--- src/design/swsfd_pkg.sv ---
// ----------------------------------------------------------------------------
// swsfd_pkg
// Shared types and constants for the single-wire sensor frame decoder:
// request and result payloads, request and error codes, frame geometry.
// ----------------------------------------------------------------------------
package swsfd_pkg;

    // frame geometry
    localparam int MAX_EDGES      = 48;
    localparam int FRAME_BITS     = 40;
    localparam int FRAME_W        = 40;
    localparam int COUNT_W        = 6;
    localparam int TS_W           = 16;
    localparam int BYTE_W         = 8;
    localparam int FIRST_BIT_EDGE = 3;
    localparam int LAST_BIT_EDGE  = FRAME_BITS + 2;

    // byte positions inside the frame
    localparam int HUM_WHOLE_LSB  = 32;
    localparam int HUM_FRAC_LSB   = 24;
    localparam int TEMP_WHOLE_LSB = 16;
    localparam int TEMP_FRAC_LSB  = 8;
    localparam int CHECKSUM_LSB   = 0;

    // threshold after reset
    localparam logic [TS_W-1:0] THRESHOLD_RESET = TS_W'(110);

    // request codes
    localparam logic [1:0] REQ_START  = 2'd0;
    localparam logic [1:0] REQ_EDGE   = 2'd1;
    localparam logic [1:0] REQ_READ   = 2'd2;
    localparam logic [1:0] REQ_UNUSED = 2'd3;

    // frame error codes
    localparam logic [1:0] ERR_NONE     = 2'd0;
    localparam logic [1:0] ERR_SHORT    = 2'd1;
    localparam logic [1:0] ERR_CHECKSUM = 2'd2;

    // request payload
    typedef struct packed {
        logic [1:0]      req_type;
        logic [TS_W-1:0] timestamp;
    } req_item_t;

    // result payload
    typedef struct packed {
        logic [BYTE_W-1:0] humidity_whole;
        logic [BYTE_W-1:0] humidity_fraction;
        logic [BYTE_W-1:0] temperature_whole;
        logic [BYTE_W-1:0] temperature_fraction;
        logic [BYTE_W-1:0] received_checksum;
        logic [1:0]        frame_error;
    } rsp_item_t;

    // edge tracker state seen by the result stage
    typedef struct packed {
        logic [COUNT_W-1:0] edge_count;
        logic [FRAME_W-1:0] frame_bits;
    } frame_state_t;

    // request leaving the decode register
    typedef struct packed {
        logic      fire;
        req_item_t item;
    } decode_ctl_t;

endpackage

--- src/design/swsfd_edge_track.sv ---
// ----------------------------------------------------------------------------
// swsfd_edge_track
// Holds the bit threshold, previous capture, edge count and frame shift
// register; start and edge requests update the count, capture and frame, and cfg writes set the threshold.
// ----------------------------------------------------------------------------
module swsfd_edge_track
    import swsfd_pkg::*;
(
    input  logic              clk,
    input  logic              rst_n,
    input  decode_ctl_t       ctl,
    input  logic              cfg_write,
    input  logic [TS_W-1:0]   cfg_data,
    output frame_state_t      state
);

    logic [TS_W-1:0]    threshold_reg;
    logic [TS_W-1:0]    prev_capture_reg;
    logic [TS_W-1:0]    prev_capture_next;
    logic [COUNT_W-1:0] edge_count_reg;
    logic [COUNT_W-1:0] edge_count_next;
    logic [FRAME_W-1:0] frame_reg;
    logic [FRAME_W-1:0] frame_next;
    logic [COUNT_W-1:0] count_inc;
    logic [TS_W-1:0]    diff;
    logic               bit_value;
    logic               in_bit_window;

    // edge step: difference, threshold compare, bit window
    assign count_inc     = edge_count_reg + COUNT_W'(1);
    assign diff          = ctl.item.timestamp - prev_capture_reg;
    assign bit_value     = (diff >= threshold_reg);
    assign in_bit_window = (count_inc >= COUNT_W'(FIRST_BIT_EDGE))
                        && (count_inc <= COUNT_W'(LAST_BIT_EDGE));

    // next state per request type
    always_comb
    begin
        prev_capture_next = prev_capture_reg;
        edge_count_next   = edge_count_reg;
        frame_next        = frame_reg;
        if (ctl.fire)
        begin
            unique case (ctl.item.req_type)
                REQ_START:
                begin
                    edge_count_next = '0;
                    frame_next      = '0;
                end
                REQ_EDGE:
                begin
                    if (edge_count_reg < COUNT_W'(MAX_EDGES))
                    begin
                        edge_count_next   = count_inc;
                        prev_capture_next = ctl.item.timestamp;
                        if (in_bit_window)
                        begin
                            frame_next = {frame_reg[FRAME_W-2:0], bit_value};
                        end
                    end
                end
                default:
                begin
                    // reads and unused codes leave the state alone
                end
            endcase
        end
    end

    // state registers
    always_ff @(posedge clk or negedge rst_n)
    begin
        if (!rst_n)
        begin
            threshold_reg    <= THRESHOLD_RESET;
            prev_capture_reg <= '0;
            edge_count_reg   <= '0;
            frame_reg        <= '0;
        end
        else
        begin
            if (cfg_write)
            begin
                threshold_reg <= cfg_data;
            end
            prev_capture_reg <= prev_capture_next;
            edge_count_reg   <= edge_count_next;
            frame_reg        <= frame_next;
        end
    end

    assign state.edge_count = edge_count_reg;
    assign state.frame_bits = frame_reg;

endmodule

--- src/design/swsfd_result_stage.sv ---
// ----------------------------------------------------------------------------
// swsfd_result_stage
// Splits the frame into bytes, checks length and checksum, and holds the
// result in the output register until the consumer takes it.
// ----------------------------------------------------------------------------
module swsfd_result_stage
    import swsfd_pkg::*;
(
    input  logic         clk,
    input  logic         rst_n,
    input  logic         load,
    input  frame_state_t state,
    input  logic         rsp_stall,
    output logic         rsp_valid,
    output rsp_item_t    rsp_data
);

    rsp_item_t         result;
    logic [BYTE_W-1:0] byte_sum;
    logic              rsp_valid_reg;
    logic              rsp_valid_next;
    rsp_item_t         rsp_data_reg;

    // byte split and checksum
    always_comb
    begin
        result.humidity_whole       = state.frame_bits[HUM_WHOLE_LSB  +: BYTE_W];
        result.humidity_fraction    = state.frame_bits[HUM_FRAC_LSB   +: BYTE_W];
        result.temperature_whole    = state.frame_bits[TEMP_WHOLE_LSB +: BYTE_W];
        result.temperature_fraction = state.frame_bits[TEMP_FRAC_LSB  +: BYTE_W];
        result.received_checksum    = state.frame_bits[CHECKSUM_LSB   +: BYTE_W];
        byte_sum = result.humidity_whole + result.humidity_fraction
                 + result.temperature_whole + result.temperature_fraction;
        if (state.edge_count < COUNT_W'(LAST_BIT_EDGE))
        begin
            result             = '0;
            result.frame_error = ERR_SHORT;
        end
        else if (byte_sum != result.received_checksum)
        begin
            result.frame_error = ERR_CHECKSUM;
        end
        else
        begin
            result.frame_error = ERR_NONE;
        end
    end

    // output valid: set on load, held while stalled
    always_comb
    begin
        if (load)
        begin
            rsp_valid_next = 1'b1;
        end
        else
        begin
            rsp_valid_next = rsp_valid_reg && rsp_stall;
        end
    end

    always_ff @(posedge clk or negedge rst_n)
    begin
        if (!rst_n)
        begin
            rsp_valid_reg <= 1'b0;
        end
        else
        begin
            rsp_valid_reg <= rsp_valid_next;
        end
    end

    // output payload
    always_ff @(posedge clk)
    begin
        if (load)
        begin
            rsp_data_reg <= result;
        end
    end

    assign rsp_valid = rsp_valid_reg;
    assign rsp_data  = rsp_data_reg;

endmodule

--- src/design/single_wire_sensor_frame_decoder.sv ---
// ----------------------------------------------------------------------------
// single_wire_sensor_frame_decoder
// Rebuilds a 40-bit sensor frame from falling-edge timer captures and
// returns its bytes with a length and checksum status on read requests.
// ----------------------------------------------------------------------------
//  channel  handshake          payload      direction
//  req      req_valid/stall    req_item_t   in   start, edge, read requests
//  rsp      rsp_valid/stall    rsp_item_t   out  one result per read
//  cfg      cfg_valid/ready    16-bit data  in   bit threshold
//
// one request per cycle unless req_stall is high; a request waits in the decode
// register, and a read result goes from there into the output register that drives rsp.
// reset clears the valid bits, edge count, capture, frame; threshold is 110.
// a stalled result holds the decode register only when it holds a read;
// start and edge requests keep moving past a stalled result.
// cfg_ready is always high.
// ----------------------------------------------------------------------------
module single_wire_sensor_frame_decoder
    import swsfd_pkg::*;
(
    input  logic            clk,
    input  logic            rst_n,
    input  logic            req_valid,
    output logic            req_stall,
    input  req_item_t       req_data,
    output logic            rsp_valid,
    input  logic            rsp_stall,
    output rsp_item_t       rsp_data,
    input  logic            cfg_valid,
    output logic            cfg_ready,
    input  logic [TS_W-1:0] cfg_data
);

    logic         dec_valid_reg;
    logic         dec_valid_next;
    req_item_t    dec_item_reg;
    logic         req_accept;
    logic         out_free;
    logic         dec_is_read;
    decode_ctl_t  ctl;
    frame_state_t state;

    // decode register advance
    assign out_free    = !rsp_valid || !rsp_stall;
    assign dec_is_read = (dec_item_reg.req_type == REQ_READ);
    assign ctl.fire    = dec_valid_reg && (!dec_is_read || out_free);
    assign ctl.item    = dec_item_reg;
    assign req_stall   = dec_valid_reg && !ctl.fire;
    assign req_accept  = req_valid && !req_stall;
    assign cfg_ready   = 1'b1;

    always_comb
    begin
        if (req_accept)
        begin
            dec_valid_next = 1'b1;
        end
        else
        begin
            dec_valid_next = dec_valid_reg && !ctl.fire;
        end
    end

    always_ff @(posedge clk or negedge rst_n)
    begin
        if (!rst_n)
        begin
            dec_valid_reg <= 1'b0;
        end
        else
        begin
            dec_valid_reg <= dec_valid_next;
        end
    end

    always_ff @(posedge clk)
    begin
        if (req_accept)
        begin
            dec_item_reg <= req_data;
        end
    end

    // edge state
    swsfd_edge_track u_edge_track (
        .clk       (clk),
        .rst_n     (rst_n),
        .ctl       (ctl),
        .cfg_write (cfg_valid && cfg_ready),
        .cfg_data  (cfg_data),
        .state     (state)
    );

    // result formation and output register
    swsfd_result_stage u_result_stage (
        .clk       (clk),
        .rst_n     (rst_n),
        .load      (ctl.fire && dec_is_read),
        .state     (state),
        .rsp_stall (rsp_stall),
        .rsp_valid (rsp_valid),
        .rsp_data  (rsp_data)
    );

endmodule

--- config.mk ---
export PLATFORM = sky130hd
export DESIGN_NAME = single_wire_sensor_frame_decoder
export DESIGN_NICKNAME = d
export VERILOG_FILES = /design/src/design/swsfd_pkg.sv /design/src/design/swsfd_edge_track.sv /design/src/design/swsfd_result_stage.sv /design/src/design/single_wire_sensor_frame_decoder.sv
export SDC_FILE = /design/constraint.sdc
export NUM_CORES = 1
export LEC_CHECK = 0
export ABC_AREA = 1
export BUFFER_PORTS_ARGS = -buffer_cell sky130_fd_sc_hd__buf_2
export CAP_MARGIN = 20
export CORE_MARGIN = 1
export CORE_UTILIZATION = 55
export DETAILED_ROUTE_END_ITERATION = 12
export MAX_ROUTING_LAYER = met4
export PLACE_DENSITY = 0.79
export RECOVER_POWER = 25
export SYNTH_ARGS = -nofsm -noshare
export SYNTH_HDL_FRONTEND = slang
export SYNTH_SLANG_ARGS = --single-unit
--- constraint.sdc ---
create_clock -name clk -period 4.1 [get_ports clk]
set_input_delay 0.41 -clock clk [delete_from_list [all_inputs] [get_ports clk]]
set_output_delay 0.41 -clock clk [all_outputs]
set_load 0.005 [all_outputs]
Word-level counts from Yosys, hierarchy flattened

Cells that the tools add are included.

Magnitude comparators: 5
Equal/unequal tests: 5
Add/sub/neg operators: 5
Bitwise operators: 0
Shifts and indexed selects: 0
Multiply operators: 0
Div/mod/pow operators: 0
Mux-type cells: 8
Reductions and logical operators: 18

Operator list:

| operator              | number |
|---|---|
| $mux W40              | 2 |
| $pmux W40 S2          | 1 |
| $add A8 B8 Y8         | 3 |
| $ge A16 B16 Y1        | 1 |
| $sub A16 B16 Y16      | 1 |
| $lt A6 B6 Y1 const B  | 2 |
| $pmux W6 S2           | 1 |
| $ne A8 B8 Y1          | 1 |
| $add A6 B1 Y6 const B | 1 |
| $ge A6 B2 Y1 const B  | 1 |
| $le A6 B6 Y1 const B  | 1 |
| $logic_and A1 B1 Y1   | 6 |
| $mux W6               | 1 |
| $reduce_and A3 Y1     | 2 |
| $logic_not A1 Y1      | 5 |
| $ne A2 B1 Y1 const B  | 2 |
| $reduce_and A4 Y1     | 1 |
| $eq A2 B1 Y1 const B  | 1 |
| $eq A2 B2 Y1 const B  | 1 |
| $logic_not A2 Y1      | 1 |
| $logic_or A1 B1 Y1    | 2 |
| $mux W1               | 2 |
| $mux W2               | 1 |
| $reduce_bool A2 Y1    | 1 |

Output and inout port bits: 45
RAM bits: 0
Memories kept: 0
Register bits after elaboration: 140
Latch bits: 0
Memory bits (read-only): 0

Longest topological paths before layout

Word-level depth: 9
Mapped depth: 19
Gate-level depth less buffers: 19

Modules after synthesis

From an unflattened synthesis, not the netlist that was laid out.

Cells, all modules: 831
Area, all modules: 7448.4 um^2

By module, submodules not included:

| module                           | cells each | area an instance (um^2) | times used |
|---|---|---|---|
| swsfd_edge_track                 | 544        | 4374.2                  | 1 |
| swsfd_result_stage               | 253        | 2429.8                  | 1 |
| single_wire_sensor_frame_decoder | 34         | 644.4                   | 1 |

Worst setup path after synthesis

No wires, ideal clock.

Kind: flip-flop to flip-flop
Start: register u_edge_track.frame_reg[9]
End: register u_result_stage.rsp_data_reg, in the netlist u_result_stage.rsp_data[1] (data pin)
Clock period less this slack: 2.946 ns
Cell stages (with the launch flop): 14
Arrival time: 2.677 ns
Setup time: 0.269 ns
Setup slack: 1.154 ns
Cell sequence: dfrtp_1 fa_1 fa_1 ha_1 inv_1 fa_1 xnor2_1 xor2_1 nor2_1 nand2_1 inv_1 nand2_1 nor2_1 nor2_1

Longest elaborated chain between the ends: 3

RTL lines:

| element                | line                     | text |
|---|---|---|
| from (decl)            | swsfd_edge_track.sv:22   | `logic [FRAME_W-1:0] frame_reg;` |
| from (signal assigned) | swsfd_edge_track.sv:88   | `frame_reg <= frame_next;` |
| $add A8 B8 Y8          | swsfd_result_stage.sv:33 | `+ result.temperature_whole + result.temperature_fraction;` |
| $ne A8 B8 Y1           | swsfd_result_stage.sv:39 | `else if (byte_sum != result.received_checksum)` |
| $mux W2                | swsfd_result_stage.sv:39 |  |
| to (signal assigned)   | swsfd_result_stage.sv:79 | `rsp_data_reg <= result;` |
| to (decl)              | swsfd_result_stage.sv:22 | `rsp_item_t rsp_data_reg;` |

No other way between the ends.
A chain may end at the register's enable or synchronous reset.

Worst setup path after layout

Ends and elaborated chain as after synthesis.

==> flow_results.org <==
** Logic synthesis
- The number of different library cells used by synthesis comes to 31.
- The share of the Yosys chip area taken by registers is 52.7%.
- Post-synth net total :: 888
- Of the post-synthesis cell area, the dominant cell type holds 25.9%.
- Yosys reg bits :: between 100 and 150
- Library cell with the largest summed area after synthesis :: dfrtp_1
- Yosys printed 0 warnings.
- Post-synthesis instance total :: 793
- After synthesis the cells add up to 7230 um2.
- Largest cells by area after synthesis :: dfrtp_1 26%, edfxtp_1 25%, nand2_1 12%
- The average instance in the mapped netlist occupies ~9.1 um2.

** Worst setup path
- On the worst path, the slowest cell contributes a delay of 0.53 ns.
- For the worst setup path, the data required time is ~4.3 ns.
- Reg-to-reg setup timing slack :: 0.97 ns
- Of all nets on the critical path, the largest fanout is 4.
- Endpoint type of the worst setup path :: register
- In this run the critical register-to-register path is captured at u_result_stage.rsp_data[1]$_SDFFCE_PN0P_.
- For the worst flop-to-flop path, the logic depth is 13.
- Setup crit start kind :: register
- At the worst endpoint, the arrival time is between 3 and 4 ns.
- The largest individual stage delay along the critical path comes from the cell fa_1.
- Traced cell by cell, the critical path runs through fa_1, fa_1, ha_1, inv_1, fa_1, xnor2_1, xor2_1, nor2_1, nand2_1, inv_1, nand2_1, nor2_1, nor2_1.
- Startpoint of the worst-slack reg-to-reg timing path :: u_edge_track.frame_reg[9]$_DFFE_PN0P_
- The critical path in this run is classified as reg -> reg.

** Clock tree
- Post-CTS timing repair inserted 0 buffers for setup.
- Total of hold buffers inserted after clock tree synthesis :: 0
- Clock sink count :: 140
- Number of buffers on the longest clock path :: 2
- Clock slew at reported path FFs :: roughly 0.06 ns
- The clock reaches the later pin of the worst-skew pair after ~0.42 ns.
- Root buffer cell :: clkbuf_16
- TritonCTS built the clock tree.
- In this run the number of H-tree levels came out at 4.
- Resized Gates After CTS :: 0
- TritonCTS created 17 clock buffers.

** Pwr
- Register share of total power :: 42.0%
- Combinational share of power :: 16.4%
- The internal portion of the total power is 2770 uW.
- In this run switching power makes up 26.2% of total power.
- Maximum vdd drop :: 400 uV
- Switch Pwr :: just under 1000 uW
- Leakage power :: approximately 0.0042 uW
- Power per cell area :: 445 nW/um2
- Clock Power Share :: 41.6%

** Final layout
- Area of all placed cells without fillers :: 8430 um2
- The library cell used most frequently in the layout, excluding fill and tap cells, is nand2_1.
- Antenna diode count :: 0
- For this run, the post-layout net count is 974.
- The register with the most flip-flops in the layout has 42 of them.
- Layout fillers :: between 1k and 1.5k
- Area Growth Syn to Fin :: 16.5%
- Top library cells by usage in the layout, fill and taps aside :: 222 x nand2_1, 122 x inv_1, 80 x buf_2
- Of the cells placed in the final design, the portion with a size suffix greater than 1 is ~14%.

** GRT
- The initial antenna violation count is 0.
- After global routing the overflow that remains totals 0.
- Entering global routing, the biggest net connects 81 pins.
- In the global route stage, overall resource usage came out at around 23%.
- The number of global-route vias before repair was between 5k and 6k.
- First-pass GRT wire length :: 23,000 um

** Detailed routing
- In the routed design, unresolved DRC markers number 0.
- The routed design has 13,500 um of wire.
- In the routed layout, each cell is associated on average with a via count of 4.97.
- Summing over every cut layer, the via total after detailed routing is approximately 5.3k.
- The count of nets left with antenna violations once routing finished came out at 0.
- In this run, the number of DRC markers left after iteration 0 of detailed routing was 313.
- Drt first pass iters :: 5
- Dividing the detail-routed wire length by the instance count gives 12.7 um.

** Run status
- Outcome :: complete, but fails checks
- The final reports fail on capacitance limit, slew limit.

** STA
- Number of failing setup endpoints in the final timing report :: 0
- Maximum clock frequency :: 319 MHz
- The count of final max-slew check failures was 33.
- Tcrit/Tclk final :: 76.4%
- Tmin final :: 3.13 ns
- Post-route setup slack :: roughly 0.97 ns
- Summed over all failing endpoints, the final setup total negative slack is 0 ns.
- Final number of hold-violating endpoints :: 0
- Worst clock skew :: 0.00754 ns
- Setup repair after global routing left no endpoint under its margin.
- Measured slew at the worst slew-check pin :: about 1.7 ns
- Headroom to the max-slew limit :: -10.9%

** Hold path
- Min-Delay Path Depth :: 1
- Beginning of the worst hold path :: req_data[17]
- For hold timing, the worst endpoint is ctl[17]$_DFFE_PP_.
- The worst hold path belongs to the class in -> reg.

** Die
- 84 I/O pins were placed.
- Overall die width :: between 100 and 150 um
- The die is ~120 um tall.
- The initial utilization of the core area, before any placement, comes to 56.9%.
- The floorplan step defined a core boundary enclosing about 13,000 um2.
- The die covers 13,600 um2.
- The initialized floorplan defines 41 standard-cell rows.

** Place
- Count of input and output buffers :: about 80
- In this run the cell area measured after placement is ~7800 um2.
- Final weighted congestion in routability-driven placement :: 0.880
- Detailed placement HPWL :: between 9000 and 10,000 um
- OpenSTA, run right after detailed placement, puts the worst setup slack at around 0.97 ns.

** Flow run
- Max capacitance violation total :: 1
worst max-delay path: cells and delay by family (launching register included):
family | cells | cell delay [ns]
AND/OR/NAND/NOR | 5 | 0.36
adder cells (fa/ha/maj) | 4 | 1.66
flip-flops | 1 | 0.42
XOR/XNOR | 2 | 0.32
buffers and inverters | 2 | 0.12
Yosys cell counts (all sizes together):
| cell | instances |
|---|---|
| a21oi | 39 |
| a31oi | 1 |
| buf | 13 |
| clkbuf | 8 |
| conb | 1 |
| dfrtp | 75 |
| dfstp | 5 |
| edfxtp | 60 |
| fa | 15 |
| ha | 41 |
| inv | 122 |
| mux2 | 2 |
| nand2 | 223 |
| nand3 | 28 |
| nand4 | 5 |
| nor2 | 78 |
| nor3 | 5 |
| nor4 | 2 |
| o211ai | 2 |
| o21a | 1 |
| o21ai | 36 |
| o21bai | 1 |
| o22ai | 3 |
| o31ai | 2 |
| or2 | 2 |
| xnor2 | 9 |
| xor2 | 14 |
metal layers:
layer,global-route usage [%],wire [um]
met1,28.7,5980
met3,4.46,595
met4,9.20,274
met2,36.9,6670
met5,-,0
metrics by stage:
stage,utilization (%),power (uW),hold WS [ns],instances
5_1_grt,66.2,3930,0.146,1064
4_1_cts,66.0,3770,0.145,1061
6_report,66.2,3750,0.159,1064
3_5_place_dp,61.1,2200,0.481,1029
3_3_place_gp,61.1,2180,0.472,1029
2_1_floorplan,-,2060,0.114,793
power by group through the flow:
stage                     Combinational, uW  Clock (uW)  Sequential (uW)
final                                   615        1560             1570
after global routing                    711        1640             1580
after CTS                               614        1580             1570
after detailed placement                606           0             1600
after global placement                  586           0             1600
after floorplan                         467           0             1590
layout make-up:
class | count | area [um2] | area share [%]
inverters | 122 | 458 | 5.43
clock buffers | 24 | 546 | 6.47
clock inverters | 8 | 75.1 | 0.891
repair buffers | 88 | 465 | 5.52
flip-flops and latches | 140 | 3810 | 45.2
multi-input cells | 510 | 2860 | 33.9
well taps | 172 | 215 | 2.55
cells by family after synthesis:
group / count (synthesis) / synth area share [%]
DFF: 140 / 52.7
buffers and inverters: 143 / 8.03
and+or+nand+nor: 343 / 18.8
other: 1 / 0.0518
AOI/OAI and AO/OA: 85 / 6.16
adders and majority gates: 56 / 11.2
xor gates and xnor gates: 23 / 2.79
muxes: 2 / 0.311
worst max path at each step:
stage / startpoint / to / slack [ns] / cells past startpoint
6_report: u_edge_track.frame_reg[9]$_DFFE_PN0P_ / u_result_stage.rsp_data[1]$_SDFFCE_PN0P_ / 0.97 / 13
5_1_grt: rst_n / u_edge_track.frame_reg[30]$_DFFE_PN0P_ / 0.60 / 3
4_1_cts: u_edge_track.frame_reg[9]$_DFFE_PN0P_ / u_result_stage.rsp_data[1]$_SDFFCE_PN0P_ / 0.89 / 13
3_5_place_dp: u_edge_track.frame_reg[9]$_DFFE_PN0P_ / u_result_stage.rsp_data[1]$_SDFFCE_PN0P_ / 0.97 / 13
3_3_place_gp: u_edge_track.frame_reg[9]$_DFFE_PN0P_ / u_result_stage.rsp_data[1]$_SDFFCE_PN0P_ / 1.05 / 13
2_1_floorplan: u_edge_track.frame_reg[9]$_DFFE_PN0P_ / u_result_stage.rsp_data[1]$_SDFFCE_PN0P_ / 1.15 / 13
Power figures use the tool's default switching activity.
